### config.mk
export PLATFORM = sky130hd
export DESIGN_NAME = drag_to_ptz_direction_commander_unit
export DESIGN_NICKNAME = d
export VERILOG_FILES = /design/src/d2ptz_pkg.sv /design/src/drag_to_ptz_direction_commander_unit.sv
export SDC_FILE = /design/constraint.sdc
export NUM_CORES = 2
export LEC_CHECK = 0
export BUFFER_PORTS_ARGS = -buffer_cell sky130_fd_sc_hd__buf_2
export CELL_PAD_IN_SITES_DETAIL_PLACEMENT = 1
export CELL_PAD_IN_SITES_GLOBAL_PLACEMENT = 1
export CORE_ASPECT_RATIO = 0.9
export CORE_UTILIZATION = 35
export DETAILED_ROUTE_END_ITERATION = 8
export PLACE_DENSITY = 0.59
export SETUP_SLACK_MARGIN = 0.15
export SYNTH_ARGS = -nofsm -noshare
export SYNTH_HDL_FRONTEND = slang
export SYNTH_SLANG_ARGS = --single-unit
### constraint.sdc
create_clock -name clk -period 12.2 [get_ports clk]
set_input_delay 2.44 -clock clk [delete_from_list [all_inputs] [get_ports clk]]
set_output_delay 2.44 -clock clk [all_outputs]
set_load 0.05 [all_outputs]
### src/d2ptz_pkg.sv
// d2ptz_pkg: shared types, register indexes, direction codes and constants
// for the drag-to-pan/tilt direction commander
// no dependencies
package d2ptz_pkg;

	// configuration port
	localparam int CFG_IDX_W  = 3;
	localparam int CFG_DATA_W = 13;

	typedef enum logic [CFG_IDX_W-1:0] {
		REG_VIEW_WIDTH   = 3'd0,
		REG_VIEW_HEIGHT  = 3'd1,
		REG_DEAD_ZONE    = 3'd2,
		REG_SPEED        = 3'd3,
		REG_VIDEO_ACTIVE = 3'd4
	} cfg_reg_t;

	// register widths and reset values
	localparam int VIEW_W   = 13;
	localparam int CENTRE_W = VIEW_W - 1;
	localparam int RADIUS_W = 12;
	localparam int SPEED_W  = 8;

	localparam logic [VIEW_W-1:0]   VIEW_WIDTH_RST  = 13'd640;
	localparam logic [VIEW_W-1:0]   VIEW_HEIGHT_RST = 13'd480;
	localparam logic [RADIUS_W-1:0] DEAD_ZONE_RST   = 12'd0;
	localparam logic [SPEED_W-1:0]  SPEED_RST       = 8'd32;

	// default pointer coordinate width
	localparam int COORD_BITS_DEF = 13;

	// tan(22.5 deg) in Q32; tan(67.5 deg) = 2 + tan(22.5 deg)
	localparam int TAN_W = 31;
	localparam logic [TAN_W-1:0] TAN22_Q32 = 31'd1779033704;

	// stop speed byte
	localparam logic [SPEED_W-1:0] STOP_SPEED = 8'h0C;

	// pointer event kinds
	typedef enum logic [1:0] {
		MODE_MOVE    = 2'd0,
		MODE_PRESS   = 2'd1,
		MODE_RELEASE = 2'd2,
		MODE_LEAVE   = 2'd3
	} mode_t;

	// sector codes, counterclockwise from right
	localparam int DIR_W = 4;
	localparam logic [DIR_W-1:0] DIR_NONE       = 4'd0;
	localparam logic [DIR_W-1:0] DIR_RIGHT      = 4'd1;
	localparam logic [DIR_W-1:0] DIR_UP_RIGHT   = 4'd2;
	localparam logic [DIR_W-1:0] DIR_UP         = 4'd3;
	localparam logic [DIR_W-1:0] DIR_UP_LEFT    = 4'd4;
	localparam logic [DIR_W-1:0] DIR_LEFT       = 4'd5;
	localparam logic [DIR_W-1:0] DIR_DOWN_LEFT  = 4'd6;
	localparam logic [DIR_W-1:0] DIR_DOWN       = 4'd7;
	localparam logic [DIR_W-1:0] DIR_DOWN_RIGHT = 4'd8;

	// command bytes
	localparam logic [7:0] CMD_STOP       = 8'h00;
	localparam logic [7:0] CMD_RIGHT      = 8'h02;
	localparam logic [7:0] CMD_LEFT       = 8'h04;
	localparam logic [7:0] CMD_UP         = 8'h08;
	localparam logic [7:0] CMD_DOWN       = 8'h10;
	localparam logic [7:0] CMD_UP_RIGHT   = 8'h0A;
	localparam logic [7:0] CMD_UP_LEFT    = 8'h0C;
	localparam logic [7:0] CMD_DOWN_LEFT  = 8'h14;
	localparam logic [7:0] CMD_DOWN_RIGHT = 8'h12;

	// one result beat
	typedef struct packed {
		logic               cmd_valid;
		logic [7:0]         code;
		logic [SPEED_W-1:0] speed;
		logic [DIR_W-1:0]   hover;
		logic               last;
	} res_t;

	// result queue depth, room for the two beats of one event plus slack
	localparam int RES_DEPTH = 4;

	// sector to command byte
	function automatic logic [7:0] dir_code(input logic [DIR_W-1:0] dir);
		logic [7:0] code;
		unique case (dir)
			DIR_RIGHT:      code = CMD_RIGHT;
			DIR_UP_RIGHT:   code = CMD_UP_RIGHT;
			DIR_UP:         code = CMD_UP;
			DIR_UP_LEFT:    code = CMD_UP_LEFT;
			DIR_LEFT:       code = CMD_LEFT;
			DIR_DOWN_LEFT:  code = CMD_DOWN_LEFT;
			DIR_DOWN:       code = CMD_DOWN;
			DIR_DOWN_RIGHT: code = CMD_DOWN_RIGHT;
			default:        code = CMD_STOP;
		endcase
		return code;
	endfunction

endpackage

### src/drag_to_ptz_direction_commander_unit.sv
// A result beat passes stage registers s1, s2 and s3 and the result queue before it is offered.
// Throughput: one event per cycle while each event gives a single result beat and
// out_ready is not held low; an event that sends stop then start gives two result beats.
// A 4-entry result queue separates the result port from the 3-stage pipeline.
// Reset (arst_n low, asynchronous): registers to 640, 480, 0, 32, 0, all flags
// and directions cleared, pipeline and queue empty.
//
// top level of the drag-to-pan/tilt direction commander: sector classifier,
// command state and result queue; depends on d2ptz_pkg
module drag_to_ptz_direction_commander_unit #(
	parameter int COORD_BITS = d2ptz_pkg::COORD_BITS_DEF
) (
	input  logic                                   clk,
	input  logic                                   arst_n,
	// event channel
	input  logic                                   in_valid,
	output logic                                   in_ready,
	input  logic [1:0]                             mode,
	input  logic signed [COORD_BITS-1:0]           pos_x,
	input  logic signed [COORD_BITS-1:0]           pos_y,
	// result channel
	output logic                                   out_valid,
	input  logic                                   out_ready,
	output logic                                   command_valid,
	output logic [7:0]                             command_code,
	output logic [7:0]                             pan_speed,
	output logic [7:0]                             tilt_speed,
	output logic [d2ptz_pkg::DIR_W-1:0]            hover_direction,
	output logic                                   last_result,
	// configuration channel
	input  logic                                   cfg_valid,
	output logic                                   cfg_ready,
	input  logic [d2ptz_pkg::CFG_IDX_W-1:0]        cfg_index,
	input  logic [d2ptz_pkg::CFG_DATA_W-1:0]       cfg_data
);
	import d2ptz_pkg::*;

	// offset width: holds pointer minus centre and centre minus pointer
	localparam int DW  = ((COORD_BITS > CENTRE_W + 1) ? COORD_BITS : CENTRE_W + 1) + 1;
	localparam int AW  = DW - 1;
	localparam int SQW = 2 * AW;
	localparam int SUMW = SQW + 1;
	localparam int RSQW = 2 * RADIUS_W;
	localparam int PW  = TAN_W + AW;
	localparam int LW  = AW + 34;
	localparam int PTR_W = $clog2(RES_DEPTH);
	localparam int CNT_W = $clog2(RES_DEPTH + 1);

	// configuration registers
	logic [VIEW_W-1:0]   view_width_q;
	logic [VIEW_W-1:0]   view_height_q;
	logic [RADIUS_W-1:0] dead_zone_q;
	logic [SPEED_W-1:0]  speed_q;
	logic                video_active_q;

	// command state
	logic             dragging_q;
	logic             captured_q;
	logic [DIR_W-1:0] commanded_q;
	logic [DIR_W-1:0] hovered_q;

	// pipeline control
	logic v_s1, v_s2, v_s3;
	logic en1, en2, en3, mv1, mv2, fire3, room;

	// stage 1: event beat
	mode_t                       mode_s1;
	logic signed [COORD_BITS-1:0] pos_x_s1;
	logic signed [COORD_BITS-1:0] pos_y_s1;

	// stage 2: products
	mode_t           mode_s2;
	logic [SQW-1:0]  sqx_s2, sqy_s2;
	logic [RSQW-1:0] rsq_s2;
	logic [PW-1:0]   p_s2;
	logic [AW-1:0]   ax_s2, ay_s2;
	logic            dxneg_s2, dypos_s2, dyz_s2;

	// stage 3: sector
	mode_t            mode_s3;
	logic [DIR_W-1:0] dir_s3;

	// result queue
	res_t             res_q [RES_DEPTH];
	logic [PTR_W-1:0] wr_ptr_q, rd_ptr_q;
	logic [CNT_W-1:0] cnt_q;

	// ---------------------------------------------------------------
	// configuration port, always ready
	assign cfg_ready = 1'b1;

	always_ff @(posedge clk or negedge arst_n) begin
		if (!arst_n) begin
			view_width_q   <= VIEW_WIDTH_RST;
			view_height_q  <= VIEW_HEIGHT_RST;
			dead_zone_q    <= DEAD_ZONE_RST;
			speed_q        <= SPEED_RST;
			video_active_q <= 1'b0;
		end else if (cfg_valid) begin
			unique case (cfg_reg_t'(cfg_index))
				REG_VIEW_WIDTH:   view_width_q   <= cfg_data[VIEW_W-1:0];
				REG_VIEW_HEIGHT:  view_height_q  <= cfg_data[VIEW_W-1:0];
				REG_DEAD_ZONE:    dead_zone_q    <= cfg_data[RADIUS_W-1:0];
				REG_SPEED:        speed_q        <= cfg_data[SPEED_W-1:0];
				REG_VIDEO_ACTIVE: video_active_q <= cfg_data[0];
				default: ;
			endcase
		end
	end

	// ---------------------------------------------------------------
	// pipeline flow control; the last stage waits for room for two beats
	assign room  = cnt_q <= CNT_W'(RES_DEPTH - 2);
	assign fire3 = v_s3 && room;
	assign en3   = !v_s3 || fire3;
	assign mv2   = v_s2 && en3;
	assign en2   = !v_s2 || mv2;
	assign mv1   = v_s1 && en2;
	assign en1   = !v_s1 || mv1;
	assign in_ready = en1;

	always_ff @(posedge clk or negedge arst_n) begin
		if (!arst_n) begin
			v_s1 <= 1'b0;
			v_s2 <= 1'b0;
			v_s3 <= 1'b0;
		end else begin
			if (en1) v_s1 <= in_valid;
			if (en2) v_s2 <= v_s1;
			if (en3) v_s3 <= v_s2;
		end
	end

	// stage 1 capture
	always_ff @(posedge clk) begin
		if (en1 && in_valid) begin
			mode_s1  <= mode_t'(mode);
			pos_x_s1 <= pos_x;
			pos_y_s1 <= pos_y;
		end
	end

	// ---------------------------------------------------------------
	// stage 1 logic: offsets from centre, magnitudes and products
	logic signed [DW-1:0] px_e, py_e, cx_e, cy_e, dx, dy, ndx, ndy;
	logic [AW-1:0]        ax, ay;

	always_comb begin
		px_e = DW'(pos_x_s1);
		py_e = DW'(pos_y_s1);
		cx_e = DW'(view_width_q[VIEW_W-1:1]);
		cy_e = DW'(view_height_q[VIEW_W-1:1]);
		dx   = px_e - cx_e;
		dy   = cy_e - py_e;
		ndx  = -dx;
		ndy  = -dy;
		ax   = dx[DW-1] ? ndx[AW-1:0] : dx[AW-1:0];
		ay   = dy[DW-1] ? ndy[AW-1:0] : dy[AW-1:0];
	end

	always_ff @(posedge clk) begin
		if (mv1) begin
			mode_s2  <= mode_s1;
			sqx_s2   <= SQW'(ax * ax);
			sqy_s2   <= SQW'(ay * ay);
			rsq_s2   <= RSQW'(dead_zone_q * dead_zone_q);
			p_s2     <= PW'(TAN22_Q32 * ax);
			ax_s2    <= ax;
			ay_s2    <= ay;
			dxneg_s2 <= dx[DW-1];
			dypos_s2 <= !dy[DW-1] && (dy != '0);
			dyz_s2   <= (dy == '0);
		end
	end

	// ---------------------------------------------------------------
	// stage 2 logic: dead zone and sector edge compares
	logic [SUMW-1:0]  dist2;
	logic [LW-1:0]    lhs, p_e, vbound;
	logic             dead, horiz, vert;
	logic [DIR_W-1:0] dir;

	always_comb begin
		dist2  = SUMW'(sqx_s2) + SUMW'(sqy_s2);
		dead   = dist2 < SUMW'(rsq_s2);
		lhs    = LW'({ay_s2, 32'd0});
		p_e    = LW'(p_s2);
		// tan 67.5 edge: ax * 2^33 + tan 22.5 product
		vbound = LW'({ax_s2, 33'd0}) + p_e;
		horiz  = dyz_s2 || (lhs < p_e);
		vert   = lhs >= vbound;
		priority if (dead) begin
			dir = DIR_NONE;
		end else if (horiz) begin
			dir = dxneg_s2 ? DIR_LEFT : DIR_RIGHT;
		end else if (vert) begin
			dir = dypos_s2 ? DIR_UP : DIR_DOWN;
		end else if (dypos_s2) begin
			dir = dxneg_s2 ? DIR_UP_LEFT : DIR_UP_RIGHT;
		end else begin
			dir = dxneg_s2 ? DIR_DOWN_LEFT : DIR_DOWN_RIGHT;
		end
	end

	always_ff @(posedge clk) begin
		if (mv2) begin
			mode_s3 <= mode_s2;
			dir_s3  <= dir;
		end
	end

	// ---------------------------------------------------------------
	// stage 3 logic: command state update and result beats
	logic             drag_d, cap_d;
	logic [DIR_W-1:0] cmd_d, hov_d;
	logic             want_stop, want_start;
	res_t             beat0, beat1;
	logic [1:0]       n_push;
	res_t             stop_beat, start_beat, idle_beat;

	always_comb begin
		drag_d     = dragging_q;
		cap_d      = captured_q;
		cmd_d      = commanded_q;
		hov_d      = hovered_q;
		want_stop  = 1'b0;
		want_start = 1'b0;

		unique case (mode_s3)
			MODE_MOVE: begin
				if (video_active_q) begin
					hov_d = dir_s3;
					if (dragging_q && captured_q && dir_s3 != commanded_q) begin
						want_stop  = commanded_q != DIR_NONE;
						want_start = dir_s3 != DIR_NONE;
						cmd_d      = dir_s3;
					end
				end
			end
			MODE_PRESS: begin
				if (video_active_q) begin
					drag_d     = 1'b1;
					cap_d      = 1'b1;
					hov_d      = dir_s3;
					cmd_d      = dir_s3;
					want_start = dir_s3 != DIR_NONE;
				end
			end
			MODE_RELEASE: begin
				cap_d     = 1'b0;
				want_stop = commanded_q != DIR_NONE;
				cmd_d     = DIR_NONE;
			end
			MODE_LEAVE: begin
				hov_d = DIR_NONE;
				if (dragging_q || commanded_q != DIR_NONE) begin
					want_stop = 1'b1;
					cmd_d     = DIR_NONE;
					drag_d    = 1'b0;
				end
			end
			default: ;
		endcase

		stop_beat  = '{cmd_valid: 1'b1, code: CMD_STOP, speed: STOP_SPEED,
		               hover: hov_d, last: !want_start};
		start_beat = '{cmd_valid: 1'b1, code: dir_code(dir_s3), speed: speed_q,
		               hover: hov_d, last: 1'b1};
		idle_beat  = '{cmd_valid: 1'b0, code: CMD_STOP, speed: '0,
		               hover: hov_d, last: 1'b1};

		// stop goes first when both are sent
		beat0  = want_stop ? stop_beat : (want_start ? start_beat : idle_beat);
		beat1  = start_beat;
		n_push = (want_stop && want_start) ? 2'd2 : 2'd1;
	end

	// state registers; video off also clears the hovered sector unless stage 3 fires in that cycle
	always_ff @(posedge clk or negedge arst_n) begin
		if (!arst_n) begin
			dragging_q  <= 1'b0;
			captured_q  <= 1'b0;
			commanded_q <= DIR_NONE;
			hovered_q   <= DIR_NONE;
		end else if (fire3) begin
			dragging_q  <= drag_d;
			captured_q  <= cap_d;
			commanded_q <= cmd_d;
			hovered_q   <= hov_d;
		end else if (cfg_valid && cfg_reg_t'(cfg_index) == REG_VIDEO_ACTIVE
		             && video_active_q && !cfg_data[0]) begin
			hovered_q <= DIR_NONE;
		end
	end

	// ---------------------------------------------------------------
	// result queue
	logic pop;
	logic [PTR_W-1:0] wr_ptr_n1;
	res_t head;

	assign pop       = out_valid && out_ready;
	assign wr_ptr_n1 = wr_ptr_q + PTR_W'(1);

	always_ff @(posedge clk) begin
		if (fire3) begin
			res_q[wr_ptr_q] <= beat0;
			if (n_push == 2'd2) res_q[wr_ptr_n1] <= beat1;
		end
	end

	always_ff @(posedge clk or negedge arst_n) begin
		if (!arst_n) begin
			wr_ptr_q <= '0;
			rd_ptr_q <= '0;
			cnt_q    <= '0;
		end else begin
			if (fire3) wr_ptr_q <= wr_ptr_q + PTR_W'(n_push);
			if (pop)   rd_ptr_q <= rd_ptr_q + PTR_W'(1);
			cnt_q <= cnt_q + (fire3 ? CNT_W'(n_push) : CNT_W'(0))
			               - (pop ? CNT_W'(1) : CNT_W'(0));
		end
	end

	// head of queue drives the result port
	assign head            = res_q[rd_ptr_q];
	assign out_valid       = cnt_q != '0;
	assign command_valid   = head.cmd_valid;
	assign command_code    = head.code;
	assign pan_speed       = head.speed;
	assign tilt_speed      = head.speed;
	assign hover_direction = head.hover;
	assign last_result     = head.last;

endmodule

==> summary.md <==
| Metric | Value |
|---|---|
| Crit path from | view_width_q[5] |
| Setup bufs post-CTS | 0 |
| Worst hold path class | flip-flop to flip-flop |
| Cell area after synthesis | 0.0340 mm2 |
| CP required | 12.52 ns |
| Syn Inst Count | 3354 |
| Min-delay src | mode_s1[1] |
| Buffers on Ports | 76 |
| Routed len/inst | 19.3 um |
| Starting Density | 35.3% |
| Share of layout cells above drive strength 1 | 7.94% |
| Setup violators final | 0 |
| Fraction of registers with async set/reset | 20.8% |
| EDFF count, synth | 239 |
| Main flop type after synthesis | edfxtp_1 |
| Maximum clock frequency | 102 MHz |
| Max FO, Critical Path | 10 |
| Mapped Avg Cell Area | 10.1 um2 |
| Nets | 4302 |
| Place WS | 2.36 ns |
| Die height | 298 um |
| Post-CTS Resized | 0 |
| Reg2reg start | view_width_q[5] |
| Minimum clock period | 9.85 ns |
| Reg clk slew, reported paths | 0.06 ns |
| Setup crit start kind | flip-flop |
| Antenna Violating Nets Remaining | 0 |
| CP max stage delay | 0.63 ns |
| Clk_skew | 0.0379 ns |
| Critical path type | flip-flop to flip-flop |
| Clock Sinks | 312 |
| Cts hold-fix bufs | 0 |
| CP endpoint kind | flip-flop |
| Number of global-route vias before repair | 25800 |
| #FFs+latches synth | 312 |
| Vias per cell | 4.91 |
| Total grt overflow | 0 |
| Sequential area share after synthesis | 26.4% |
| CTS tree | yes |
| H-tree Lvls | 2 |
| Iter 0 DRT Violations | 948 |
| TritonCTS Buffers | 39 |
| Max clock buf depth | 3 |
| Max Cap Viol | 0 |
| Detail Placement HPWL | 73900 um |
| Slowest-stage cell, CP | a41oi_1 |
| Ant. Diodes | 0 |
| Final WL | 91300 um |
| Netlist cell types | 87 |
| Worst skew pair latency | 0.59 ns |
| IO Pins | 82 |
| Die W | 331 um |
| Outcome | finished, final reports clean |
| Crit share post-route | 80.7% |
| Final setup TNS | 0 ns |
| Syn. warnings | 0 |
| Worst Tran Pin Value | 1.02 ns |
| Max Slew Vio Count | 0 |
| Fin worst setup slack | 2.35 ns |
| DR vias | 23200 |
| Antenna violations before repair | 5 |
| Residual DRC | 0 |
| Arrival @ worst endpoint | 10.17 ns |
| Pin count of the biggest net entering global routing | 66 |
| Clock Tree Root | clkbuf_16 |
| GR Util All Layers | 19.4% |
| RSZ-0062 raised after global routing | no |
| Slew HR | 31.7% |
| Gpl congestion | 0.817 |
| Placement Rows | 108 |
| Die area | 0.0985 mm2 |
| Area growth syn-to-layout | 9.53% |
| Global-route wire length before repair | 147000 um |
| Core footprint | 0.0963 mm2 |
| Detailed Routing Iterations Pass 1 | 4 |
| Most numerous cell on the critical path | inv_1 |
| Hold Fails Final Rpt | 0 |
-- final timing paths --
kind,to,slack (ns),cells past startpoint
worst max-delay path,p_s2[40],2.35,31
worst min-delay path,mode_s2[1],0.44,0
worst max register to register,p_s2[40],2.35,31
worst min register to register,mode_s2[1],0.44,0
max in group asynchronous,view_width_q[6],9.53,1
min in group asynchronous,rd_ptr_q[1],2.02,1
-- layer usage --
layer / vias to the layer above / global-route usage [%] / wire [um]
met2: 216 / 33.2 / 44300
met3: 71 / 1.82 / 2220
met4: 2 / 2.85 / 1150
li1: 11100 / - / -
met1: 11800 / 26.8 / 43600
met5: - / 0 / 13
-- sequential cells by signal, summed over array words and instances, names as in the netlist, 2 cells and up --
signal / flops
res_q: 72
p_s2: 39
sqx_s2: 25
sqy_s2: 25
rsq_s2: 23
pos_x_s1: 13
pos_y_s1: 13
ax_s2: 12
ay_s2: 12
dead_zone_q: 12
view_height_q: 12
view_width_q: 12
speed_q: 8
commanded_q: 4
dir_s3: 4
hovered_q: 4
cnt_q: 3
mode_s1: 2
mode_s2: 2
mode_s3: 2
rd_ptr_q: 2
wr_ptr_q: 2
-- synthesized netlist by cell type (8+ instances only) --
library cell,n,area [um2]
clkbuf_1,51,191
xnor2_1,137,1200
a21oi_1,125,626
and2_1,89,557
ha_1,447,5590
inv_1,716,2690
nand3_1,28,140
xor2_1,45,394
dfrtp_1,58,1450
mux2_2,34,383
o211ai_1,12,90.1
nand2_1,208,781
mux4_2,19,428
or2_2,17,106
nor4_1,12,75.1
o21a_1,26,195
a21o_1,46,345
buf_4,14,105
nor3_1,42,210
o31ai_1,11,82.6
nor2b_1,30,188
o2111ai_1,9,78.8
o21bai_1,20,150
mux2i_1,10,100
edfxtp_1,239,7180
nand4_1,13,81.3
o21ai_0,98,490
dfxtp_1,8,160
and3_1,14,87.6
nand2b_1,24,150
a211oi_1,15,113
or3_1,20,125
a31oi_1,15,93.8
fa_1,370,7410
nor2_1,208,781
-- through the flow --
step	cell area, um2	hold slack, ns	cells	utilization, %
6_report	37300	0.444	4729	38.7
5_1_grt	37300	0.462	4729	38.7
4_1_cts	37300	0.455	4729	38.7
3_5_place_dp	36000	0.410	4660	37.4
3_3_place_gp	36000	0.424	4660	37.4
2_1_floorplan	34100	0.400	3357	-
-- cell type report --
| type | count | area (um2) |
|---|---|---|
| clock buffers | 48 | 1010 |
| clock inverters | 21 | 255 |
| fillers | 10900 | 59100 |
| inverters | 722 | 2710 |
| multi-input cells | 2255 | 22100 |
| flip-flops and latches | 312 | 8970 |
| well taps | 1265 | 1580 |
| repair buffers | 106 | 608 |
-- critical path: cells and delay by family (launching register included) --
family,cells,cell delay (ns)
buf+inv,6,0.49
xor+xnor,2,0.45
compound gates,9,2.72
mux,1,0.53
fa+ha+maj,7,3.32
flops,1,0.33
simple gates,6,1.74
-- layout by cell type, fill, tap and decap left out, types with 13 or more instances in the layout --
cell and n:
a211oi_1 15, a21o_1 46, a21oi_1 125, a31oi_1 15
and2_1 87, and3_1 14, buf_2 75, buf_4 31
clkbuf_16 39, dfrtp_1 58, edfxtp_1 239, fa_1 370
ha_1 447, inv_1 716, mux2_2 34, mux4_2 19
nand2_1 208, nand2b_1 24, nand3_1 28, nand4_1 13
nor2_1 208, nor2b_1 30, nor3_1 42, o21a_1 26
o21ai_0 98, o21bai_1 20, or2_2 17, or3_1 20
xnor2_1 129, xor2_1 44
-- logic make-up after synthesis --
logic type,after synthesis,share of synthesized area (%)
other,2,0.0221
buffers and inverters,790,8.92
muxes,63,2.68
adders and majority gates,817,38.2
AOI/OAI and AO/OA,452,8.66
xor gates and xnor gates,183,4.76
and+or+nand+nor,735,10.4
DFF,312,26.4
Power is left out: the tool's default activity adds up to more than one toggle a clock period on the data nets, which glitch-free logic cannot reach.
